===== config.mk =====
export PLATFORM = sky130hd
export DESIGN_NAME = sorted_sleep_wakeup_queue
export DESIGN_NICKNAME = d
export VERILOG_FILES = /design/src/rtl/ssq_pkg.sv /design/src/rtl/ssq_front.sv /design/src/rtl/ssq_back.sv /design/src/rtl/sorted_sleep_wakeup_queue.sv
export SDC_FILE = /design/constraint.sdc
export NUM_CORES = 2
export LEC_CHECK = 0
export BUFFER_PORTS_ARGS = -buffer_cell sky130_fd_sc_hd__buf_2
export CORE_ASPECT_RATIO = 1.75
export CORE_MARGIN = 1.5
export CORE_UTILIZATION = 35
export CTS_CLUSTER_SIZE = 30
export DETAILED_ROUTE_END_ITERATION = 16
export GPL_TIMING_DRIVEN = 0
export PLACE_DENSITY_LB_ADDON = 0.15
export SLEW_MARGIN = 30
export SYNTH_ARGS = -nofsm -noshare
export SYNTH_HDL_FRONTEND = slang
export SYNTH_SLANG_ARGS = --single-unit

===== constraint.sdc =====
create_clock -name clk_i -period 12 [get_ports clk_i]
set_input_delay 2.4 -clock clk_i [delete_from_list [all_inputs] [get_ports clk_i]]
set_output_delay 2.4 -clock clk_i [all_outputs]
set_load 0.01 [all_outputs]

===== src/rtl/ssq_pkg.sv =====
// Shared types and constants of the sorted sleep and wakeup queue.
package ssq_pkg;

  localparam int unsigned ThreadIdWidth  = 8;
  localparam int unsigned TickWidth      = 63;
  localparam int unsigned InDataWidth    = 72;
  localparam int unsigned OutDataWidth   = 8;
  localparam int unsigned CmdFifoDepth   = 2;

  typedef enum logic {
    KIND_SLEEP = 1'b0,
    KIND_TICK  = 1'b1
  } kind_e;

  typedef enum logic {
    ST_IDLE,
    ST_WAKE
  } state_e;

  typedef struct packed {
    kind_e                    kind;
    logic [ThreadIdWidth-1:0] thread_id;
    logic [TickWidth-1:0]     time_value;
  } cmd_t;

endpackage


===== src/rtl/ssq_front.sv =====
// Input side: accepts words, decodes the action and buffers commands in a short queue.
module ssq_front (
  input  logic                         clk_i,
  input  logic                         rst_ni,
  input  logic                         s_axis_tvalid_i,
  output logic                         s_axis_tready_o,
  input  logic [ssq_pkg::InDataWidth-1:0] s_axis_tdata_i,
  input  logic                         s_axis_tuser_i,
  output logic                         cmd_valid_o,
  input  logic                         cmd_ready_i,
  output ssq_pkg::cmd_t                cmd_o
);
  import ssq_pkg::*;

  localparam int unsigned PtrWidth = $clog2(CmdFifoDepth);
  localparam int unsigned CntWidth = $clog2(CmdFifoDepth + 1);

  cmd_t                mem_q [CmdFifoDepth];
  logic [PtrWidth-1:0] wr_ptr_q, wr_ptr_d;
  logic [PtrWidth-1:0] rd_ptr_q, rd_ptr_d;
  logic [CntWidth-1:0] cnt_q, cnt_d;
  logic                push, pop;
  cmd_t                cmd_in;

  always_comb begin
    unique case (s_axis_tuser_i)
      1'b0:    cmd_in.kind = KIND_SLEEP;
      default: cmd_in.kind = KIND_TICK;
    endcase
    cmd_in.thread_id  = s_axis_tdata_i[ThreadIdWidth-1:0];
    cmd_in.time_value = s_axis_tdata_i[ThreadIdWidth+TickWidth-1:ThreadIdWidth];
  end

  assign s_axis_tready_o = (cnt_q != CntWidth'(CmdFifoDepth));
  assign cmd_valid_o     = (cnt_q != '0);
  assign cmd_o           = mem_q[rd_ptr_q];
  assign push            = s_axis_tvalid_i && s_axis_tready_o;
  assign pop             = cmd_valid_o && cmd_ready_i;

  always_comb begin
    wr_ptr_d = wr_ptr_q;
    rd_ptr_d = rd_ptr_q;
    cnt_d    = cnt_q;
    if (push) begin
      wr_ptr_d = (wr_ptr_q == PtrWidth'(CmdFifoDepth - 1)) ? '0 : wr_ptr_q + PtrWidth'(1);
    end
    if (pop) begin
      rd_ptr_d = (rd_ptr_q == PtrWidth'(CmdFifoDepth - 1)) ? '0 : rd_ptr_q + PtrWidth'(1);
    end
    if (push && !pop) begin
      cnt_d = cnt_q + CntWidth'(1);
    end else if (pop && !push) begin
      cnt_d = cnt_q - CntWidth'(1);
    end
  end

  always_ff @(posedge clk_i) begin
    if (push) begin
      mem_q[wr_ptr_q] <= cmd_in;
    end
  end

  always_ff @(posedge clk_i or negedge rst_ni) begin
    if (!rst_ni) begin
      wr_ptr_q <= '0;
      rd_ptr_q <= '0;
      cnt_q    <= '0;
    end else begin
      wr_ptr_q <= wr_ptr_d;
      rd_ptr_q <= rd_ptr_d;
      cnt_q    <= cnt_d;
    end
  end

endmodule


===== src/rtl/ssq_back.sv =====
// Execution side: the sorted sleeper store, its control and the result register.
module ssq_back #(
  parameter int unsigned QUEUE_DEPTH = 16
) (
  input  logic                              clk_i,
  input  logic                              rst_ni,
  input  logic                              cmd_valid_i,
  output logic                              cmd_ready_o,
  input  ssq_pkg::cmd_t                     cmd_i,
  output logic                              m_axis_tvalid_o,
  input  logic                              m_axis_tready_i,
  output logic [ssq_pkg::OutDataWidth-1:0]  m_axis_tdata_o,
  output logic                              m_axis_tuser_o,
  output logic                              m_axis_tlast_o
);
  import ssq_pkg::*;

  localparam int unsigned CntWidth = $clog2(QUEUE_DEPTH + 1);

  logic [TickWidth-1:0]     ticks_q [QUEUE_DEPTH];
  logic [TickWidth-1:0]     ticks_d [QUEUE_DEPTH];
  logic [ThreadIdWidth-1:0] ids_q   [QUEUE_DEPTH];
  logic [ThreadIdWidth-1:0] ids_d   [QUEUE_DEPTH];
  logic [QUEUE_DEPTH-1:0]   lt;
  logic [CntWidth-1:0]      count_q, count_d;
  logic [TickWidth-1:0]     tick_q;
  state_e                   state_q, state_d;

  logic                     out_valid_q, out_valid_d;
  logic [ThreadIdWidth-1:0] out_id_q;
  logic                     out_ovf_q, out_last_q;

  logic can_load, head_due, last_hit, is_full;
  logic do_insert, do_pop, load_ovf, tick_load;

  assign can_load = !out_valid_q || m_axis_tready_i;
  assign head_due = (count_q != '0) && (ticks_q[0] <= tick_q);
  assign last_hit = (count_q == CntWidth'(1)) || (ticks_q[1] > tick_q);
  assign is_full  = (count_q == CntWidth'(QUEUE_DEPTH));

  always_comb begin
    state_d = state_q;
    unique case (state_q)
      ST_IDLE: begin
        if (cmd_valid_i && (cmd_i.kind == KIND_TICK)) begin
          state_d = ST_WAKE;
        end
      end
      ST_WAKE: begin
        if (!head_due) begin
          state_d = ST_IDLE;
        end else if (can_load && last_hit) begin
          state_d = ST_IDLE;
        end
      end
      default: state_d = ST_IDLE;
    endcase
  end

  always_comb begin
    cmd_ready_o = 1'b0;
    do_insert   = 1'b0;
    do_pop      = 1'b0;
    load_ovf    = 1'b0;
    tick_load   = 1'b0;
    unique case (state_q)
      ST_IDLE: begin
        if (cmd_valid_i) begin
          unique case (cmd_i.kind)
            KIND_SLEEP: begin
              if (is_full) begin
                cmd_ready_o = can_load;
                load_ovf    = can_load;
              end else begin
                cmd_ready_o = 1'b1;
                do_insert   = 1'b1;
              end
            end
            default: begin
              cmd_ready_o = 1'b1;
              tick_load   = 1'b1;
            end
          endcase
        end
      end
      ST_WAKE: begin
        do_pop = head_due && can_load;
      end
      default: ;
    endcase
  end

  for (genvar i = 0; i < QUEUE_DEPTH; i++) begin : g_slot
    assign lt[i] = (CntWidth'(i) < count_q) && (ticks_q[i] < cmd_i.time_value);

    always_comb begin
      ticks_d[i] = ticks_q[i];
      ids_d[i]   = ids_q[i];
      if (do_insert) begin
        if (!lt[i]) begin
          if (i == 0) begin
            ticks_d[i] = cmd_i.time_value;
            ids_d[i]   = cmd_i.thread_id;
          end else if (lt[(i == 0) ? 0 : i-1]) begin
            ticks_d[i] = cmd_i.time_value;
            ids_d[i]   = cmd_i.thread_id;
          end else begin
            ticks_d[i] = ticks_q[(i == 0) ? 0 : i-1];
            ids_d[i]   = ids_q[(i == 0) ? 0 : i-1];
          end
        end
      end else if (do_pop) begin
        if (i < QUEUE_DEPTH - 1) begin
          ticks_d[i] = ticks_q[(i < QUEUE_DEPTH - 1) ? i+1 : i];
          ids_d[i]   = ids_q[(i < QUEUE_DEPTH - 1) ? i+1 : i];
        end
      end
    end
  end

  always_comb begin
    count_d = count_q;
    if (do_insert) begin
      count_d = count_q + CntWidth'(1);
    end else if (do_pop) begin
      count_d = count_q - CntWidth'(1);
    end
    if (do_pop || load_ovf) begin
      out_valid_d = 1'b1;
    end else if (m_axis_tready_i) begin
      out_valid_d = 1'b0;
    end else begin
      out_valid_d = out_valid_q;
    end
  end

  always_ff @(posedge clk_i) begin
    for (int i = 0; i < QUEUE_DEPTH; i++) begin
      ticks_q[i] <= ticks_d[i];
      ids_q[i]   <= ids_d[i];
    end
    if (tick_load) begin
      tick_q <= cmd_i.time_value;
    end
    if (do_pop) begin
      out_id_q   <= ids_q[0];
      out_ovf_q  <= 1'b0;
      out_last_q <= last_hit;
    end else if (load_ovf) begin
      out_id_q   <= '0;
      out_ovf_q  <= 1'b1;
      out_last_q <= 1'b1;
    end
  end

  always_ff @(posedge clk_i or negedge rst_ni) begin
    if (!rst_ni) begin
      state_q     <= ST_IDLE;
      count_q     <= '0;
      out_valid_q <= 1'b0;
    end else begin
      state_q     <= state_d;
      count_q     <= count_d;
      out_valid_q <= out_valid_d;
    end
  end

  assign m_axis_tvalid_o = out_valid_q;
  assign m_axis_tdata_o  = out_id_q;
  assign m_axis_tuser_o  = out_ovf_q;
  assign m_axis_tlast_o  = out_last_q;

endmodule


===== src/rtl/sorted_sleep_wakeup_queue.sv =====
// Top level of the sorted sleep and wakeup queue.
//
// The slave stream carries one command word per transfer: tuser selects a sleep (0) or a
// timer tick (1), tdata holds the thread id and the 63-bit time. The master stream carries
// one word per woken thread, or one overflow word for a sleep into a full queue.
// A command word is registered in a two-entry command queue, whose head feeds the queue
// engine. A sleep into a queue that is not full is inserted into the sorted store and
// gives no word. A tick latches the time; then each due thread is popped from the head
// and registered for output, one per cycle while the output register can be loaded,
// with tlast on the final one. A tick with nothing due gives no word. While a tick wakes
// threads the engine takes no new command; the head compares decide when it returns to
// idle. A tick's first word passes the state register and then the output register; an
// overflow word is loaded into the output register as its sleep is accepted.
// When the receiver holds tready low, the output register keeps its word and the engine
// waits as soon as it has another word to load, while sleeps that give no word still go
// in. The command queue keeps accepting until both of its entries are taken.
// Reset empties the store and both streams; stored entries are not cleared.
module sorted_sleep_wakeup_queue #(
  parameter int unsigned QUEUE_DEPTH = 16
) (
  input  logic        clk_i,
  input  logic        rst_ni,
  input  logic        s_axis_tvalid_i,
  output logic        s_axis_tready_o,
  input  logic [71:0] s_axis_tdata_i,  // thread_id [7:0], time_value [70:8], zero [71]
  input  logic        s_axis_tuser_i,  // action [0]
  output logic        m_axis_tvalid_o,
  input  logic        m_axis_tready_i,
  output logic [7:0]  m_axis_tdata_o,  // woken_thread [7:0]
  output logic        m_axis_tuser_o,  // overflow [0]
  output logic        m_axis_tlast_o
);
  import ssq_pkg::*;

  logic cmd_valid, cmd_ready;
  cmd_t cmd;

  ssq_front u_front (
    .clk_i           (clk_i),
    .rst_ni          (rst_ni),
    .s_axis_tvalid_i (s_axis_tvalid_i),
    .s_axis_tready_o (s_axis_tready_o),
    .s_axis_tdata_i  (s_axis_tdata_i),
    .s_axis_tuser_i  (s_axis_tuser_i),
    .cmd_valid_o     (cmd_valid),
    .cmd_ready_i     (cmd_ready),
    .cmd_o           (cmd)
  );

  ssq_back #(
    .QUEUE_DEPTH (QUEUE_DEPTH)
  ) u_back (
    .clk_i           (clk_i),
    .rst_ni          (rst_ni),
    .cmd_valid_i     (cmd_valid),
    .cmd_ready_o     (cmd_ready),
    .cmd_i           (cmd),
    .m_axis_tvalid_o (m_axis_tvalid_o),
    .m_axis_tready_i (m_axis_tready_i),
    .m_axis_tdata_o  (m_axis_tdata_o),
    .m_axis_tuser_o  (m_axis_tuser_o),
    .m_axis_tlast_o  (m_axis_tlast_o)
  );

endmodule


After elaboration in Yosys (flattened, before gate mapping)
Memories as Yosys holds them, arrays and structs flattened. Cells that the tools add are included.

Bits in registers: 84. Bits in writable memories: 1280. Output and inout port bits: 12. Memories kept: 3.

$add $sub $neg: 6. Order comparisons: 34. Eq/ne operators: 3. Multiplexer cells: 159. Bitwise gates (word level): 1. Reduce and logical (&&, ||, !) cells: 36.

Memory list: u_back.ticks_q (depth 16, width 63, rd ports 16, clocked after Yosys merged registers in 0, wr ports 16, line ssq_back.sv:20) `logic [TickWidth-1:0] ticks_q [QUEUE_DEPTH];`; u_front.mem_q (depth 2, width 72, rd ports 1, clocked after Yosys merged registers in 0, wr ports 1, line ssq_front.sv:18) `cmd_t mem_q [CmdFifoDepth];`; u_back.ids_q (depth 16, width 8, rd ports 16, clocked after Yosys merged registers in 0, wr ports 16, line ssq_back.sv:22) `logic [ThreadIdWidth-1:0] ids_q [QUEUE_DEPTH];`.

Operator list (number): $mux W63 (62); $lt A63 B63 Y1 (16); $mux W8 (64); $gt A63 B63 Y1 (1); $le A63 B63 Y1 (1); $lt A4 B5 Y1 const A (8); $mux W1 (28); $logic_and A1 B1 Y1 (24); $lt A3 B5 Y1 const A (4); $lt A1 B5 Y1 const A (2); $lt A2 B5 Y1 const A (2); $mux W5 (2); $reduce_bool A2 Y1 (5); $add A5 B1 Y5 const B (1); $eq A5 B1 Y1 const B (1); $eq A5 B5 Y1 const B (1); $reduce_bool A5 Y1 (1); $sub A5 B1 Y5 const B (1); $mux W2 (2); $logic_not A1 Y1 (3); $logic_or A1 B1 Y1 (3); $add A1 B1 Y1 const B (2); $add A2 B1 Y2 const B (1); $ne A2 B2 Y1 const B (1); other kinds (3) (3).

Logic depth before layout (Yosys ltp)
Depth in word-level cells: 10. Depth in mapped cells: 16. Gate-level depth less buffers: 10.

Cells and area by module
From an unflattened synthesis, not the netlist that was laid out.

Cells, all modules: 9261. Area, all modules: 93978.9 µm².

By module, submodules not included: ssq_back (times used 1, cells an instance 9019, area an instance 88239.6 µm², seq. area each 36470.0 µm²); ssq_front (times used 1, cells an instance 242, area an instance 5739.3 µm², seq. area each 4424.2 µm²).

Worst setup path after synthesis
Ideal clock, no wire load.

Path kind: flip-flop to flip-flop. Start point: register, netlist name u_front.rd_ptr_q. End point: memory u_back.ids_q[1][2], in the netlist u_back.ids_q[0][10], enable pin. Library setup time: 0.598 ns. Arrival: 9.233 ns. Slack: 2.169 ns. Stages on the path, launching flop included: 16. Buffers on the path: 5. Clock period less this slack: 9.831 ns. Cell sequence: dfrtp_1 buf_6 clkbuf_1 clkbuf_1 mux2i_1 ha_1 nand2_1 or2_2 nor4_1 nand2_1 nor3_1 o31ai_2 and2_1 buf_2 buf_2 o21ai_0.

RTL lines (line): end: declaration (ssq_back.sv:22).

==> flow_metrics.tcl <==
set metrics [dict create \
    initial_utilization_pct 35.25 \
    synth_async_sr_flop_share_pct 0.8065 \
    fmaxAchievable_mhz 122.0 \
    port_buffers 87 \
    synth_nets 9680 \
    worstHoldPathType "flop to flop" \
    timing_worst_setup_path_type "flop to flop" \
    post_cts_setup_repair_bufs 0 \
    gpl.final_weighted_congestion 1.007 \
    clock_insertion_delay_worst_skew_ns 0.88 \
    detail_route.drc_violations 0 \
    cts_max_level 4 \
    final_max_slew_viol_count 0 \
    r2r_cells 21 \
    synth_sequential_area_ratio_pct 45.54 \
    syn-cell-area_mm2 0.08979 \
    fp.dieW_um 385.9 \
    drt-wirelength-per-cell_um 38.77 \
    timing.clock.skew_ns 0.05029 \
    outcome "completed" \
    post_drt_via_cell_ratio 6.545 \
    area_occupied_by_multi_input_gates_mm2 0.04708 \
    synthesis.yosys.warnings 0 \
    antenna_found_initial 32 \
    hold_path_startpoint "u_front.cnt_q[1]$_DFFE_PN0P_" \
    globalRouteTotalUtil_pct 36.40 \
    maxSlewHeadroom_pct 18.87 \
    io_pins 89 \
    synth_cell_type_count 80 \
    critical_path_data_required_time_ns 12.57 \
    critical_path.endpoint_type "flop" \
    worst_r2r_startpoint "u_front.rd_ptr_q$_DFFE_PN0P_" \
    route.vias.total 81240 \
    timing.critical_path.fanout_max 11 \
    setup_crit_start "u_front.rd_ptr_q$_DFFE_PN0P_" \
    placementRows 245 \
    grt_first_pass_wirelength_mm 657.2 \
    drive_above_1_share_pct 10.17 \
    r2r_setup_slack_ns 3.80 \
    postSynthRegisterBits 1364 \
    regArea_mm2 0.04089 \
    fill_cells 24710 \
    tightest_pin_transition_ns 1.206 \
    tritoncts "done" \
    cts_sinks 1364 \
    postSynthAreaPerCell_um2 10.59 \
    share_of_the_core_filled_with_cells_in_the_final_layout_pct 41.26 \
    hold_buffers 0 \
    syn_to_final_growth_pct 17.05 \
    synth_enable_flop_cells 1352 \
    timing.max_cap.violations 0 \
    cts_resized 0 \
    totalWireLength_mm 481.3 \
    core_area_mm2 0.2547 \
    synth_ff_type "edfxtp_1" \
    drt_iter0_drcs 8226 \
    finalWorstPathRequiredPeriod_ns 8.198 \
    fp.dieArea_mm2 0.2597 \
    tritoncts.num_buffers 161 \
    postSynthCellCount 8481 \
    final_nets 10150 \
    grt-ovfl-total 0 \
    first_global_vias 80750 \
    clock-root-buffer "clkbuf_16" \
    clk_path_buf_depth 4 \
    die-height_um 673.0 \
    clk_pin_slew_ns 0.06 \
    period_share_pct 68.31 \
    setup_viol 0 \
    route.antenna.remaining_nets 0 \
    report.final.hold_viol_count 0 \
    maximum_number_of_pins_on_one_net_before_global_route_repair 38 \
    r2r-end "u_back.ticks_q[4][51]$_DFFE_PP_" \
    timing.critical_path.to "u_back.ticks_q[4][51]$_DFFE_PP_" \
    detail_route.first_pass.iterations 6 \
    critical_path.startpoint_type "flop" \
    setup_repair_after_global_routing_missed_its_margin "no" \
    detailed_place_hpwl_mm 386.1 \
    critical_path_arrival_ns 8.76 \
]
worst min path at each step:
stage	to	slack, ns	cells past startpoint
floorplan	u_front.wr_ptr_q$_DFFE_PN0P_	0.46	1
global placement	u_front.wr_ptr_q$_DFFE_PN0P_	0.48	1
detailed placement	u_front.cnt_q[1]$_DFFE_PN0P_	0.51	1
CTS	u_front.cnt_q[1]$_DFFE_PN0P_	0.52	1
global route	u_front.cnt_q[1]$_DFFE_PN0P_	0.55	1
finish	u_front.cnt_q[1]$_DFFE_PN0P_	0.52	1
stage by stage:
step | hold WS, ns | area, µm² | TNS [ns] | setup slack [ns] | std cells
final | 0.5155 | 105100 | 0 | 3.802 | 12410
after global routing | 0.5515 | 105100 | 0 | 3.815 | 12400
after CTS | 0.5170 | 105000 | 0 | 3.823 | 12390
after detailed placement | 0.5057 | 100100 | 0 | 3.878 | 12120
after global placement | 0.4760 | 94400 | -7771.81 | -12.16 | 11900
after floorplan | 0.4608 | 89790 | 0 | 2.169 | 8481
area by class of cell:
cell class	instances	share of cell area [%]
well taps	3334	3.969
inverters	268	0.9572
repair buffers	302	4.369
diodes	23	0.05476
plain buffers	551	2.237
flip-flops and latches	1364	38.91
clock inverters	75	0.6810
clock buffers	199	4.030
multi-input cells	6298	44.79
cells in the final DEF (no fill, tap or decap), drive strengths merged, types with 28 or more instances in the layout:
cell type / instances
a211oi: 54
a21o: 293
a21oi: 692
a221o: 453
a22o: 67
and3: 28
and4: 28
buf: 396
clkbuf: 656
clkinv: 56
edfxtp: 1352
ha: 1122
inv: 271
mux2: 79
mux2i: 69
nand2: 1081
nand2b: 79
nand3: 444
nand4: 239
nor2: 252
nor2b: 31
nor3: 110
nor4: 30
o211ai: 417
o21a: 32
o21ai: 238
o221ai: 120
o31ai: 143
synthesized netlist by cell type, types with 67 or more instances:
cell type	instances	area (µm²)
o31ai_1	141	1059
nor3_1	110	550.5
a21o_1	293	2200
nand3_1	444	2222
a21oi_1	691	3458
nand2b_1	79	494.2
nand2_1	1081	4058
nand4_1	239	1495
o221ai_1	120	1051
o21ai_0	226	1131
ha_1	1122	14040
a221o_1	453	4534
a22o_1	67	586.8
edfxtp_1	1352	40600
inv_1	267	1002
mux2i_1	68	680.7
nor2_1	252	945.9
clkbuf_1	455	1708
mux2_2	72	810.8
o211ai_1	417	3131
sequential cells by signal, summed over array words and instances, names as in the netlist, 2 cells and up:
name and cells:
u_back.ticks_q 1008, u_back.m_axis_tdata_o 8, u_front.cnt_q 2, u_back.ids_q 128
u_back.tick_q 63, u_front.mem_q 144, u_back.count_q 5
cell families (layout without fill, tap and decap cells):
| group | count (synthesis) | count (layout) | share of synthesized area [%] |
|---|---|---|---|
| mux | 148 | 148 | 1.774 |
| xor+xnor | 6 | 6 | 0.05853 |
| other cells | 0 | 23 | 0 |
| flops | 1364 | 1364 | 45.54 |
| simple gates | 2373 | 2373 | 12.15 |
| compound gates | 2649 | 2649 | 21.25 |
| buf+inv | 819 | 1395 | 3.590 |
| fa+ha+maj | 1122 | 1122 | 15.64 |
routing by layer:
layer  track usage [%]  up-vias  wire length [µm]
li1                  -    34600                 -
met1             38.88    40660            164900
met2             59.53     4419            225800
met3             6.250     1553             31750
met4             36.38       16             58690
met5                 0        -               112
critical path: stages (launching register included):
cell      delay, ns
dfrtp_1        0.34
buf_6          0.14
clkbuf_4       0.34
buf_12         0.25
clkbuf_2       0.61
mux2i_4        0.66
buf_8          0.25
ha_1           0.17
nand4_1        0.12
nor3_1         0.49
o211ai_1       0.47
a211oi_1       0.62
nor4_2         0.14
buf_4          0.24
o211ai_1       0.61
buf_2          0.34
buf_4          0.22
buf_2          0.23
and2_1         0.15
buf_2          0.64
buf_2          0.59
o211ai_1       0.17
Power is left out: the tool's default activity adds up to more than one toggle a clock period on the data nets, which glitch-free logic cannot reach.
